[src/rtl/lcd_pkg.sv]
// shared types and constants of the leaf class distribution block
package lcd_pkg;

    localparam int CLASS_W         = 6;
    localparam int WEIGHT_W        = 16;
    localparam int NCLS_W          = 7;
    localparam int PROB_W          = 17;
    localparam int MAX_CLASSES_DEF = 64;
    localparam int ACC_WIDTH_DEF   = 40;
    localparam int QUEUE_DEPTH     = 2;
    localparam int CFG_IDX_W       = 1;
    localparam int CFG_DATA_W      = 7;
    localparam int DIV_STEPS       = 17;

    localparam logic [WEIGHT_W-1:0] ONE_Q8_8   = 16'd256;
    localparam logic [PROB_W-1:0]   PROB_ONE   = 17'd65536;
    localparam logic [NCLS_W-1:0]   NCLS_RESET = 7'd2;

    localparam logic [CFG_IDX_W-1:0] REG_NUM_CLASSES = 1'b0;
    localparam logic [CFG_IDX_W-1:0] REG_USE_WEIGHTS = 1'b1;

    typedef struct packed {
        logic [CLASS_W-1:0]  class_label;
        logic [WEIGHT_W-1:0] sample_weight;
        logic                last_sample;
    } lcd_in_t;

    typedef struct packed {
        logic [CLASS_W-1:0] class_index;
        logic [PROB_W-1:0]  probability;
        logic               zero_total;
        logic               last_result;
    } lcd_out_t;

    typedef struct packed {
        logic [CLASS_W-1:0]  idx;
        logic                in_range;
        logic [WEIGHT_W-1:0] weight;
        logic                last;
    } lcd_qent_t;

    typedef enum logic [2:0] {
        ST_ACC,
        ST_EM_RD,
        ST_EM_LD,
        ST_EM_DIV,
        ST_EM_PUT,
        ST_EM_ERR
    } lcd_state_t;

endpackage

[src/rtl/lcd_ram.sv]
// generic single-write, single-read ram with registered read
module lcd_ram #(
    parameter int WIDTH = 8,
    parameter int DEPTH = 16
) (
    input  logic                     aclk,
    input  logic                     we,
    input  logic [$clog2(DEPTH)-1:0] waddr,
    input  logic [WIDTH-1:0]         wdata,
    input  logic [$clog2(DEPTH)-1:0] raddr,
    output logic [WIDTH-1:0]         rdata
);

    logic [WIDTH-1:0] mem [DEPTH];
    logic [WIDTH-1:0] rdata_reg;

    always_ff @(posedge aclk) begin
        if (we) begin
            mem[waddr] <= wdata;
        end
        rdata_reg <= mem[raddr];
    end

    assign rdata = rdata_reg;

endmodule

[src/rtl/lcd_front.sv]
// request intake: label range check and weight selection
module lcd_front import lcd_pkg::*; #(
    parameter int MAX_CLASSES = MAX_CLASSES_DEF
) (
    input  logic              s_valid,
    output logic              s_ready,
    input  lcd_in_t           s_data,
    input  logic [NCLS_W-1:0] n_eff,
    input  logic              use_weights,
    output logic              q_push,
    output lcd_qent_t         q_entry,
    input  logic              q_full
);

    logic below_n;
    logic below_max;

    always_comb begin
        below_n   = {1'b0, s_data.class_label} < n_eff;
        below_max = 32'(s_data.class_label) < MAX_CLASSES;

        q_entry.idx      = s_data.class_label;
        q_entry.in_range = below_n && below_max;
        q_entry.weight   = use_weights ? s_data.sample_weight : ONE_Q8_8;
        q_entry.last     = s_data.last_sample;

        s_ready = !q_full;
        q_push  = s_valid && !q_full;
    end

endmodule

[src/rtl/lcd_queue.sv]
// short request queue between intake and accumulator
module lcd_queue import lcd_pkg::*; (
    input  logic      aclk,
    input  logic      aresetn,
    input  logic      push,
    input  lcd_qent_t push_data,
    output logic      full,
    input  logic      pop,
    output lcd_qent_t pop_data,
    output logic      empty
);

    localparam int PW = (QUEUE_DEPTH > 1) ? $clog2(QUEUE_DEPTH) : 1;
    localparam int CW = $clog2(QUEUE_DEPTH + 1);

    lcd_qent_t       mem_reg [QUEUE_DEPTH];
    logic [PW-1:0]   wr_ptr_reg, wr_ptr_next;
    logic [PW-1:0]   rd_ptr_reg, rd_ptr_next;
    logic [CW-1:0]   cnt_reg, cnt_next;

    always_comb begin
        full  = cnt_reg == CW'(QUEUE_DEPTH);
        empty = cnt_reg == '0;
        pop_data = mem_reg[rd_ptr_reg];

        wr_ptr_next = wr_ptr_reg;
        rd_ptr_next = rd_ptr_reg;
        cnt_next    = cnt_reg;
        if (push) begin
            wr_ptr_next = (wr_ptr_reg == PW'(QUEUE_DEPTH - 1)) ? '0 : wr_ptr_reg + 1'b1;
        end
        if (pop) begin
            rd_ptr_next = (rd_ptr_reg == PW'(QUEUE_DEPTH - 1)) ? '0 : rd_ptr_reg + 1'b1;
        end
        if (push && !pop) begin
            cnt_next = cnt_reg + 1'b1;
        end else if (pop && !push) begin
            cnt_next = cnt_reg - 1'b1;
        end
    end

    always_ff @(posedge aclk) begin
        if (!aresetn) begin
            wr_ptr_reg <= '0;
            rd_ptr_reg <= '0;
            cnt_reg    <= '0;
        end else begin
            wr_ptr_reg <= wr_ptr_next;
            rd_ptr_reg <= rd_ptr_next;
            cnt_reg    <= cnt_next;
        end
    end

    always_ff @(posedge aclk) begin
        if (push) begin
            mem_reg[wr_ptr_reg] <= push_data;
        end
    end

endmodule

[src/rtl/lcd_div.sv]
// radix-2 restoring divider giving a rounded q1.16 ratio
module lcd_div import lcd_pkg::*; #(
    parameter int ACC_WIDTH = ACC_WIDTH_DEF
) (
    input  logic                 aclk,
    input  logic                 aresetn,
    input  logic                 start,
    input  logic [ACC_WIDTH-1:0] num,
    input  logic [ACC_WIDTH-1:0] den,
    output logic                 done,
    output logic [PROB_W-1:0]    quot
);

    localparam int CNTW = $clog2(DIV_STEPS + 1);

    logic [ACC_WIDTH-1:0] r_reg, r_next;
    logic [ACC_WIDTH-1:0] den_reg, den_next;
    logic [DIV_STEPS:0]   q_reg, q_next;
    logic [CNTW-1:0]      cnt_reg, cnt_next;
    logic                 busy_reg, busy_next;
    logic                 done_reg, done_next;
    logic [ACC_WIDTH:0]   r_shift;
    logic [ACC_WIDTH:0]   r_diff;
    logic [DIV_STEPS:0]   rnd;

    always_comb begin
        r_next    = r_reg;
        den_next  = den_reg;
        q_next    = q_reg;
        cnt_next  = cnt_reg;
        busy_next = busy_reg;
        done_next = done_reg;
        r_shift   = {r_reg, 1'b0};
        r_diff    = r_shift - {1'b0, den_reg};

        if (start) begin
            den_next  = den;
            cnt_next  = CNTW'(DIV_STEPS);
            busy_next = 1'b1;
            done_next = 1'b0;
            if (num >= den) begin
                r_next = num - den;
                q_next = (DIV_STEPS + 1)'(1);
            end else begin
                r_next = num;
                q_next = '0;
            end
        end else if (busy_reg) begin
            if (r_shift >= {1'b0, den_reg}) begin
                r_next = r_diff[ACC_WIDTH-1:0];
                q_next = {q_reg[DIV_STEPS-1:0], 1'b1};
            end else begin
                r_next = r_shift[ACC_WIDTH-1:0];
                q_next = {q_reg[DIV_STEPS-1:0], 1'b0};
            end
            cnt_next = cnt_reg - 1'b1;
            if (cnt_reg == CNTW'(1)) begin
                busy_next = 1'b0;
                done_next = 1'b1;
            end
        end

        // extra fraction bit rounds ties up
        rnd  = {1'b0, q_reg[DIV_STEPS:1]} + (DIV_STEPS + 1)'(q_reg[0]);
        quot = (rnd > (DIV_STEPS + 1)'(PROB_ONE)) ? PROB_ONE : rnd[PROB_W-1:0];
        done = done_reg;
    end

    always_ff @(posedge aclk) begin
        if (!aresetn) begin
            cnt_reg  <= '0;
            busy_reg <= 1'b0;
            done_reg <= 1'b0;
        end else begin
            cnt_reg  <= cnt_next;
            busy_reg <= busy_next;
            done_reg <= done_next;
        end
    end

    always_ff @(posedge aclk) begin
        r_reg   <= r_next;
        den_reg <= den_next;
        q_reg   <= q_next;
    end

endmodule

[src/rtl/lcd_back.sv]
// bin accumulator and per-class emission sequencer
module lcd_back import lcd_pkg::*; #(
    parameter int MAX_CLASSES = MAX_CLASSES_DEF,
    parameter int ACC_WIDTH   = ACC_WIDTH_DEF
) (
    input  logic              aclk,
    input  logic              aresetn,
    input  logic              q_empty,
    output logic              q_pop,
    input  lcd_qent_t         q_entry,
    input  logic [NCLS_W-1:0] n_eff,
    output logic              m_valid,
    input  logic              m_ready,
    output lcd_out_t          m_data
);

    localparam int AW = $clog2(MAX_CLASSES);

    lcd_state_t           state_reg, state_next;
    logic                 s2_vld_reg;
    lcd_qent_t            s2_ent_reg;
    logic                 fwd_vld_reg, fwd_vld_next;
    logic [AW-1:0]        fwd_addr_reg;
    logic [ACC_WIDTH-1:0] fwd_data_reg;
    logic [ACC_WIDTH-1:0] total_reg, total_next;
    logic [MAX_CLASSES-1:0] bin_vld_reg, bin_vld_next;
    logic [NCLS_W-1:0]    k_reg, k_next;
    logic                 out_vld_reg, out_vld_next;
    lcd_out_t             out_reg, out_next;

    logic                 ram_we;
    logic [AW-1:0]        ram_raddr;
    logic [ACC_WIDTH-1:0] ram_rdata;
    logic [AW-1:0]        s2_addr;
    logic [AW-1:0]        k_addr;
    logic [ACC_WIDTH-1:0] w_ext;
    logic [ACC_WIDTH-1:0] bin_old;
    logic [ACC_WIDTH-1:0] bin_new;
    logic [ACC_WIDTH:0]   bin_sum;
    logic [ACC_WIDTH:0]   total_sum;
    logic [ACC_WIDTH-1:0] bin_k;
    logic [ACC_WIDTH-1:0] div_num;
    logic                 div_start;
    logic                 div_done;
    logic [PROB_W-1:0]    div_quot;
    logic                 out_free;
    logic                 clr;

    lcd_ram #(
        .WIDTH (ACC_WIDTH),
        .DEPTH (MAX_CLASSES)
    ) u_bins (
        .aclk  (aclk),
        .we    (ram_we),
        .waddr (s2_addr),
        .wdata (bin_new),
        .raddr (ram_raddr),
        .rdata (ram_rdata)
    );

    lcd_div #(
        .ACC_WIDTH (ACC_WIDTH)
    ) u_div (
        .aclk    (aclk),
        .aresetn (aresetn),
        .start   (div_start),
        .num     (div_num),
        .den     (total_reg),
        .done    (div_done),
        .quot    (div_quot)
    );

    always_comb begin
        s2_addr = AW'(s2_ent_reg.idx);
        k_addr  = AW'(k_reg);
        w_ext   = ACC_WIDTH'(s2_ent_reg.weight);

        // one-deep forward covers the read issued alongside the previous write
        if (fwd_vld_reg && fwd_addr_reg == s2_addr) begin
            bin_old = fwd_data_reg;
        end else if (bin_vld_reg[s2_addr]) begin
            bin_old = ram_rdata;
        end else begin
            bin_old = '0;
        end
        bin_sum   = {1'b0, bin_old} + {1'b0, w_ext};
        bin_new   = bin_sum[ACC_WIDTH] ? '1 : bin_sum[ACC_WIDTH-1:0];
        total_sum = {1'b0, total_reg} + {1'b0, w_ext};

        bin_k   = bin_vld_reg[k_addr] ? ram_rdata : '0;
        div_num = (bin_k > total_reg) ? total_reg : bin_k;

        out_free = !out_vld_reg || m_ready;
        ram_we   = s2_vld_reg && s2_ent_reg.in_range;

        state_next   = state_reg;
        q_pop        = 1'b0;
        ram_raddr    = AW'(q_entry.idx);
        k_next       = k_reg;
        div_start    = 1'b0;
        clr          = 1'b0;
        out_next     = out_reg;
        out_vld_next = out_vld_reg && !m_ready;

        unique case (state_reg)
            ST_ACC: begin
                q_pop = !q_empty && !(s2_vld_reg && s2_ent_reg.last);
                if (s2_vld_reg && s2_ent_reg.last) begin
                    k_next     = '0;
                    state_next = ST_EM_RD;
                end
            end
            ST_EM_RD: begin
                ram_raddr  = k_addr;
                state_next = (total_reg == '0) ? ST_EM_ERR : ST_EM_LD;
            end
            ST_EM_LD: begin
                div_start  = 1'b1;
                state_next = ST_EM_DIV;
            end
            ST_EM_DIV: begin
                if (div_done) begin
                    state_next = ST_EM_PUT;
                end
            end
            ST_EM_PUT: begin
                if (out_free) begin
                    out_vld_next         = 1'b1;
                    out_next.class_index = CLASS_W'(k_reg);
                    out_next.probability = div_quot;
                    out_next.zero_total  = 1'b0;
                    out_next.last_result = k_reg == n_eff - 1'b1;
                    if (k_reg == n_eff - 1'b1) begin
                        clr        = 1'b1;
                        state_next = ST_ACC;
                    end else begin
                        k_next     = k_reg + 1'b1;
                        state_next = ST_EM_RD;
                    end
                end
            end
            ST_EM_ERR: begin
                if (out_free) begin
                    out_vld_next         = 1'b1;
                    out_next.class_index = '0;
                    out_next.probability = '0;
                    out_next.zero_total  = 1'b1;
                    out_next.last_result = 1'b1;
                    clr                  = 1'b1;
                    state_next           = ST_ACC;
                end
            end
            default: begin
                state_next = ST_ACC;
            end
        endcase

        total_next   = total_reg;
        bin_vld_next = bin_vld_reg;
        fwd_vld_next = fwd_vld_reg;
        if (ram_we) begin
            total_next            = total_sum[ACC_WIDTH] ? '1 : total_sum[ACC_WIDTH-1:0];
            bin_vld_next[s2_addr] = 1'b1;
            fwd_vld_next          = 1'b1;
        end
        if (clr) begin
            total_next   = '0;
            bin_vld_next = '0;
            fwd_vld_next = 1'b0;
        end

        m_valid = out_vld_reg;
        m_data  = out_reg;
    end

    always_ff @(posedge aclk) begin
        if (!aresetn) begin
            state_reg   <= ST_ACC;
            s2_vld_reg  <= 1'b0;
            fwd_vld_reg <= 1'b0;
            total_reg   <= '0;
            bin_vld_reg <= '0;
            k_reg       <= '0;
            out_vld_reg <= 1'b0;
        end else begin
            state_reg   <= state_next;
            s2_vld_reg  <= q_pop;
            fwd_vld_reg <= fwd_vld_next;
            total_reg   <= total_next;
            bin_vld_reg <= bin_vld_next;
            k_reg       <= k_next;
            out_vld_reg <= out_vld_next;
        end
    end

    always_ff @(posedge aclk) begin
        if (q_pop) begin
            s2_ent_reg <= q_entry;
        end
        if (ram_we) begin
            fwd_addr_reg <= s2_addr;
            fwd_data_reg <= bin_new;
        end
        out_reg <= out_next;
    end

endmodule

[src/rtl/leaf_class_distribution_core.sv]
// top level of the leaf class distribution block
// s_ channel: one request per sample (class label, q8.8 weight, last mark),
// valid/ready; up to one request per cycle while a leaf accumulates.
// m_ channel: one result per class 0..n-1 after the last sample, or one
// error result with zero_total set when the leaf weight is zero.
// cfg port: cfg_we/cfg_idx/cfg_wdata set num_classes and use_weights;
// write only while the block is idle.
// intake: an accepted request reaches its bin through a 2-entry queue and a
// read-modify-write pipeline on the bin ram.
// emission: each class takes a bin read, the 17-step serial divider and the
// result hand-off; an error result skips the divider.
// intake keeps filling the queue during emission and stalls once it is full.
// reset clears the bins (valid flags), total and output valid flag at once;
// num_classes returns to 2 and use_weights to 0.
// a stalled m_ channel holds its result and pauses emission.
module leaf_class_distribution_core import lcd_pkg::*; #(
    parameter int MAX_CLASSES = MAX_CLASSES_DEF,
    parameter int ACC_WIDTH   = ACC_WIDTH_DEF
) (
    input  logic                  aclk,
    input  logic                  aresetn,
    input  logic                  s_valid,
    output logic                  s_ready,
    input  lcd_in_t               s_data,
    output logic                  m_valid,
    input  logic                  m_ready,
    output lcd_out_t              m_data,
    input  logic                  cfg_we,
    input  logic [CFG_IDX_W-1:0]  cfg_idx,
    input  logic [CFG_DATA_W-1:0] cfg_wdata
);

    logic [NCLS_W-1:0] ncls_reg, ncls_next;
    logic              use_w_reg, use_w_next;
    logic [NCLS_W-1:0] n_eff;
    logic              q_push;
    logic              q_pop;
    logic              q_full;
    logic              q_empty;
    lcd_qent_t         q_in;
    lcd_qent_t         q_out;

    always_comb begin
        ncls_next  = ncls_reg;
        use_w_next = use_w_reg;
        if (cfg_we) begin
            unique case (cfg_idx)
                REG_NUM_CLASSES: ncls_next  = cfg_wdata[NCLS_W-1:0];
                REG_USE_WEIGHTS: use_w_next = cfg_wdata[0];
                default: ;
            endcase
        end

        if (ncls_reg == '0) begin
            n_eff = NCLS_W'(1);
        end else if (32'(ncls_reg) > MAX_CLASSES) begin
            n_eff = NCLS_W'(MAX_CLASSES);
        end else begin
            n_eff = ncls_reg;
        end
    end

    always_ff @(posedge aclk) begin
        if (!aresetn) begin
            ncls_reg  <= NCLS_RESET;
            use_w_reg <= 1'b0;
        end else begin
            ncls_reg  <= ncls_next;
            use_w_reg <= use_w_next;
        end
    end

    lcd_front #(
        .MAX_CLASSES (MAX_CLASSES)
    ) u_front (
        .s_valid     (s_valid),
        .s_ready     (s_ready),
        .s_data      (s_data),
        .n_eff       (n_eff),
        .use_weights (use_w_reg),
        .q_push      (q_push),
        .q_entry     (q_in),
        .q_full      (q_full)
    );

    lcd_queue u_queue (
        .aclk      (aclk),
        .aresetn   (aresetn),
        .push      (q_push),
        .push_data (q_in),
        .full      (q_full),
        .pop       (q_pop),
        .pop_data  (q_out),
        .empty     (q_empty)
    );

    lcd_back #(
        .MAX_CLASSES (MAX_CLASSES),
        .ACC_WIDTH   (ACC_WIDTH)
    ) u_back (
        .aclk    (aclk),
        .aresetn (aresetn),
        .q_empty (q_empty),
        .q_pop   (q_pop),
        .q_entry (q_out),
        .n_eff   (n_eff),
        .m_valid (m_valid),
        .m_ready (m_ready),
        .m_data  (m_data)
    );

endmodule

[config.mk]
export PLATFORM = sky130hd
export DESIGN_NAME = leaf_class_distribution_core
export DESIGN_NICKNAME = d
export VERILOG_FILES = /design/src/rtl/lcd_pkg.sv /design/src/rtl/lcd_ram.sv /design/src/rtl/lcd_front.sv /design/src/rtl/lcd_queue.sv /design/src/rtl/lcd_div.sv /design/src/rtl/lcd_back.sv /design/src/rtl/leaf_class_distribution_core.sv
export SDC_FILE = /design/constraint.sdc
export NUM_CORES = 2
export LEC_CHECK = 0
export CAP_MARGIN = 20
export CELL_PAD_IN_SITES_DETAIL_PLACEMENT = 2
export CELL_PAD_IN_SITES_GLOBAL_PLACEMENT = 2
export CORE_MARGIN = 5
export CORE_UTILIZATION = 38
export DETAILED_ROUTE_END_ITERATION = 8
export DONT_BUFFER_PORTS = 1
export PLACE_DENSITY_LB_ADDON = 0.2
export SYNTH_ARGS = -nofsm -noshare
export SYNTH_HDL_FRONTEND = slang
export SYNTH_HIERARCHICAL = 1
export SYNTH_SLANG_ARGS = --single-unit
export TNS_END_PERCENT = 10
[constraint.sdc]
create_clock -name aclk -period 7.5 [get_ports aclk]
set_input_delay 1.5 -clock aclk [delete_from_list [all_inputs] [get_ports aclk]]
set_output_delay 1.5 -clock aclk [all_outputs]
set_load 0.02 [all_outputs]
==> flow_summary.html <==
<table>
<tr><th>Metric</th><th>Value</th></tr>
<tr><th colspan="2">Cells and area</th></tr>
<tr><td>Post-layout instance count excluding filler cells</td><td>approximately 12000</td></tr>
<tr><td>Share of the core filled with cells in the final layout</td><td>44.63%</td></tr>
<tr><td>Area taken by multi-input logic gates</td><td>about 0.035 sq mm</td></tr>
<tr><td>Fraction of layout instances using a drive strength above 1</td><td>a little over a quarter</td></tr>
<tr><td>Register area</td><td>between 0.08 and 0.09 sq mm</td></tr>
<tr><td>Number of nets in the finished design</td><td>approximately 7700</td></tr>
<tr><td>Layout-stage area growth over the synthesis result</td><td>16.83%</td></tr>
<tr><td>Fillers</td><td>between 30000 and 40000</td></tr>
<tr><td>Largest register FFs</td><td>roughly 2600</td></tr>
<tr><th colspan="2">Logic synthesis</th></tr>
<tr><td>Most common cell in the netlist</td><td>edfxtp_1</td></tr>
<tr><td>Number of enable-type register cells in the synthesized netlist</td><td>between 2000 and 3000</td></tr>
<tr><td>Netlist Area Pre-Place</td><td>between 0.1 and 0.15 sq mm</td></tr>
<tr><td>Register bit count reported by yosys</td><td>2978</td></tr>
<tr><td>Cell type with the highest aggregate area in the netlist</td><td>edfxtp_1</td></tr>
<tr><td>Average size of a mapped cell</td><td>between 15 and 20 sq um</td></tr>
<tr><td>Area share of the largest cell type after synthesis</td><td>67.91%</td></tr>
<tr><td>Post-synth net total</td><td>about 7200</td></tr>
<tr><td>Syn Inst Count</td><td>6987</td></tr>
<tr><td>Most used standard cells in the synthesized netlist</td><td>edfxtp_1 (2801), mux4_2 (633), nor2_1 (329), a21oi_1 (308), nand2_1 (209)</td></tr>
<tr><td>Count of synthesis-stage warnings from yosys</td><td>6</td></tr>
<tr><td>Post-synthesis async set-or-reset flop share</td><td>0%</td></tr>
<tr><td>Count of different cell masters after synthesis</td><td>100</td></tr>
<tr><td>Cells taking the most area after synthesis</td><td>edfxtp_1 (68%), mux4_2 (12%), dfxtp_1 (2.9%)</td></tr>
<tr><td>Most frequently used flop master after synthesis</td><td>edfxtp_1</td></tr>
<tr><td>Register area share after synthesis</td><td>70.77%</td></tr>
<tr><th colspan="2">Critical path</th></tr>
<tr><td>CP max stage delay</td><td>between 0.5 and 0.6 ns</td></tr>
<tr><td>Top fanout value on the critical path</td><td>24</td></tr>
<tr><td>Library cell contributing the largest single delay on the critical path</td><td>mux4_2</td></tr>
<tr><td>Crit Path Class</td><td>reg -&gt; reg</td></tr>
<tr><td>Required time at the endpoint of the critical path</td><td>8.14 ns</td></tr>
<tr><td>Sort of element at the end of the critical path</td><td>flop</td></tr>
<tr><td>Kind of start point of the critical path</td><td>flop</td></tr>
<tr><td>Count of cells along the worst register-to-register path</td><td>29</td></tr>
<tr><td>Most used cell, CP</td><td>buf_12</td></tr>
<tr><td>Worst endpoint data arrival time</td><td>~8.1 ns</td></tr>
<tr><th colspan="2">STA</th></tr>
<tr><td>Hold WS</td><td>0.5020 ns</td></tr>
<tr><td>Max frequency</td><td>roughly 130 MHz</td></tr>
<tr><td>Skew final</td><td>~0.040 ns</td></tr>
<tr><td>Final Slew Violations</td><td>0</td></tr>
<tr><td>Count of endpoints failing hold in the final timing report</td><td>0</td></tr>
<tr><td>Setup Viol. Count Final</td><td>0</td></tr>
<tr><td>Final period util</td><td>99.80%</td></tr>
<tr><td>Fin Setup TNS</td><td>0 ns</td></tr>
<tr><td>Min Clock Period, post-route</td><td>about 7.5 ns</td></tr>
<tr><td>Rel. slew slack</td><td>about 17%</td></tr>
<tr><td>Post-route setup slack</td><td>0.01486 ns</td></tr>
<tr><td>Setup repair after global routing missed its margin</td><td>true</td></tr>
<tr><td>Least-Margin Pin Slew</td><td>~1.2 ns</td></tr>
<tr><th colspan="2">Pwr</th></tr>
<tr><td>Clock power frac</td><td>around 28%</td></tr>
<tr><td>PwrDens</td><td>407.2 mW/mm^2</td></tr>
<tr><td>Switching share of power</td><td>between 30% and 40%</td></tr>
<tr><td>Static leakage</td><td>~48 nW</td></tr>
<tr><td>VDD IR-drop max</td><td>between 300 and 400 uV</td></tr>
<tr><td>Sequential Power Share</td><td>between 30% and 40%</td></tr>
<tr><td>Proportion of power drawn by combinational gates</td><td>a little over a third</td></tr>
<tr><td>Cell Int Power</td><td>0.03837 W</td></tr>
<tr><td>Net switching power of the design</td><td>0.02056 W</td></tr>
<tr><th colspan="2">Drt</th></tr>
<tr><td>Iteration-0 DRC count of the detailed router</td><td>about 7600</td></tr>
<tr><td>Number of vias after detailed routing</td><td>between 70000 and 80000</td></tr>
<tr><td>Total Routed Length</td><td>around 430000 um</td></tr>
<tr><td>Via count normalized by instance count</td><td>about 6</td></tr>
<tr><td>Residual DRC count</td><td>0</td></tr>
<tr><td>Antenna viol nets, final</td><td>0</td></tr>
<tr><td>Mean routed wirelength per cell</td><td>around 36 um</td></tr>
<tr><td>Iteration count of the initial detailed-routing pass</td><td>5</td></tr>
<tr><th colspan="2">Die</th></tr>
<tr><td>Core outline area</td><td>about 0.32 sq mm</td></tr>
<tr><td>Initial core utilization</td><td>between 30% and 40%</td></tr>
<tr><td>Chip width</td><td>~580 um</td></tr>
<tr><td>Die Footprint</td><td>~0.34 sq mm</td></tr>
<tr><td>I/O Pins</td><td>between 60 and 70</td></tr>
<tr><td>Standard-cell rows</td><td>209</td></tr>
<tr><td>Height of the die</td><td>580.9 um</td></tr>
<tr><th colspan="2">Outcome</th></tr>
<tr><td>Run status</td><td>finished clean</td></tr>
<tr><th colspan="2">Placement</th></tr>
<tr><td>Dpl hpwl</td><td>between 200000 and 300000 um</td></tr>
<tr><td>Port bufs</td><td>0</td></tr>
<tr><td>Number of cells after detailed placement</td><td>11480</td></tr>
<tr><td>RePlAce Congestion</td><td>0.7946</td></tr>
<tr><td>Pre-CTS worst setup slack</td><td>-0.8116 ns</td></tr>
<tr><th colspan="2">GRT</th></tr>
<tr><td>Combined global-route utilization of all metal layers</td><td>between 20 and 30%</td></tr>
<tr><td>Number of antenna violations at the first check in global routing</td><td>27</td></tr>
<tr><td>Via count of the first global-routing pass</td><td>around 80000</td></tr>
<tr><td>Total gr overflow</td><td>0</td></tr>
<tr><td>Global-route wire length before repair</td><td>614100 um</td></tr>
<tr><td>Largest net degree at the start of global routing</td><td>around 100</td></tr>
<tr><th colspan="2">Worst hold path</th></tr>
<tr><td>Class of the tightest hold or removal check</td><td>reg -&gt; reg</td></tr>
<tr><td>Number of instances on the worst hold path</td><td>2</td></tr>
<tr><th colspan="2">Clock tree</th></tr>
<tr><td>Htree depth</td><td>5</td></tr>
<tr><td>CTS sink cnt</td><td>a little under 3000</td></tr>
<tr><td>Maximum buffer depth of the clock tree</td><td>4</td></tr>
<tr><td>Root buffer selected by CTS</td><td>clkbuf_16</td></tr>
<tr><td>TritonCTS clock tree</td><td>yes</td></tr>
<tr><td>Clock input transition at the sequential cells of the worst setup and hold paths</td><td>about 0.06 ns</td></tr>
<tr><td>Clock network latency to the later pin of the worst-skew pair</td><td>about 0.9 ns</td></tr>
<tr><td>CTS Buf Count</td><td>approximately 330</td></tr>
<tr><th colspan="2">Run</th></tr>
<tr><td>Number of maximum-capacitance constraint violations</td><td>0</td></tr>
</table>
-- layout by cell type, fill, tap and decap left out, drive strengths merged, types with 52 or more instances in the layout --
cell type	count
a211oi	52
a21o	80
a21oi	312
a221oi	52
and2	104
buf	572
clkbuf	422
clkinv	116
dfxtp	177
edfxtp	2801
ha	164
inv	177
mux2	116
mux2i	148
mux4	634
nand2	229
nand3	71
nor2	329
nor2b	79
nor3	57
nor4	62
o21ai	144
o22ai	157
xnor2	72
xor2	77
-- routing by layer --
layer  up-vias  share of wire, %  GRT usage [%]
met5         -            0.0030              0
met4         2               4.0          9.155
met3       648               6.4          3.570
met2      2868                49          42.50
met1     39330                40          33.26
li1      29340                 -              -
-- final timing paths --
check                                            start                              endpoint  slack (ns)
setup / recovery          u_back/k_reg[0]$_SDFFE_PN0P_      u_back/u_div/r_reg[26]$_DFFE_PP_        0.01
hold / removal    u_back/u_div/cnt_reg[1]$_SDFFE_PP0P_  u_back/u_div/cnt_reg[1]$_SDFFE_PP0P_        0.50
setup reg to reg          u_back/k_reg[0]$_SDFFE_PN0P_      u_back/u_div/r_reg[26]$_DFFE_PP_        0.01
hold reg to reg   u_back/u_div/cnt_reg[1]$_SDFFE_PP0P_  u_back/u_div/cnt_reg[1]$_SDFFE_PP0P_        0.50
-- timing repair --
item	in CTS	in global routing
hold buffers	0	0
gates cloned	3	1
buffers inserted	5	6
pin swaps	31	18
endpoints found under the setup margin	41	73
gates resized for setup	81	38
-- stage by stage --
| step | total power (W) | area [sq um] |
|---|---|---|
| after CTS | 0.05912 | 144300 |
| final | 0.05893 | 144700 |
| after detailed placement | 0.04183 | 133100 |
| after global placement | 0.04102 | 132900 |
| after global routing | 0.06134 | 144700 |
| after floorplan | 0.03354 | 123900 |
-- final cells by class --
cell class	instances	area share, %
repair buffers	573	3.642
diodes	10	0.01729
inverters	160	0.4150
well taps	4325	3.740
flip-flops and latches	2978	60.58
multi-input cells	3465	24.28
clock buffers	421	6.145
clock inverters	174	1.187
-- cells by family (layout without fill, tap and decap cells) --
group / count (synthesis) / count (layout) / synth area share [%]
muxes: 898 / 898 / 13.78
other: 0 / 10 / 0
buffers and inverters: 544 / 1328 / 2.107
and+or+nand+nor: 1131 / 1131 / 4.597
DFF: 2978 / 2978 / 70.77
xor gates and xnor gates: 149 / 149 / 1.060
adders and majority gates: 168 / 168 / 1.721
AOI/OAI and AO/OA: 1119 / 1119 / 5.963
-- critical path, delay by kind of cell (launching register included) --
family / cells / cell delay (ns)
flops: 1 / 0.40
buf+inv: 8 / 1.26
mux: 5 / 2.19
simple gates: 4 / 0.69
fa+ha+maj: 2 / 0.57
compound gates: 10 / 2.06
-- power by group through the flow --
stage	Sequential [W]	Combinational (W)	Clock (W)
after global routing	0.0221	0.0217	0.0175
after detailed placement	0.0224	0.0194	0
final	0.0221	0.0204	0.0164
after global placement	0.0224	0.0186	0
after CTS	0.0221	0.0203	0.0167
after floorplan	0.0221	0.0114	0
Note: power is estimated with default switching activity, not from simulation.
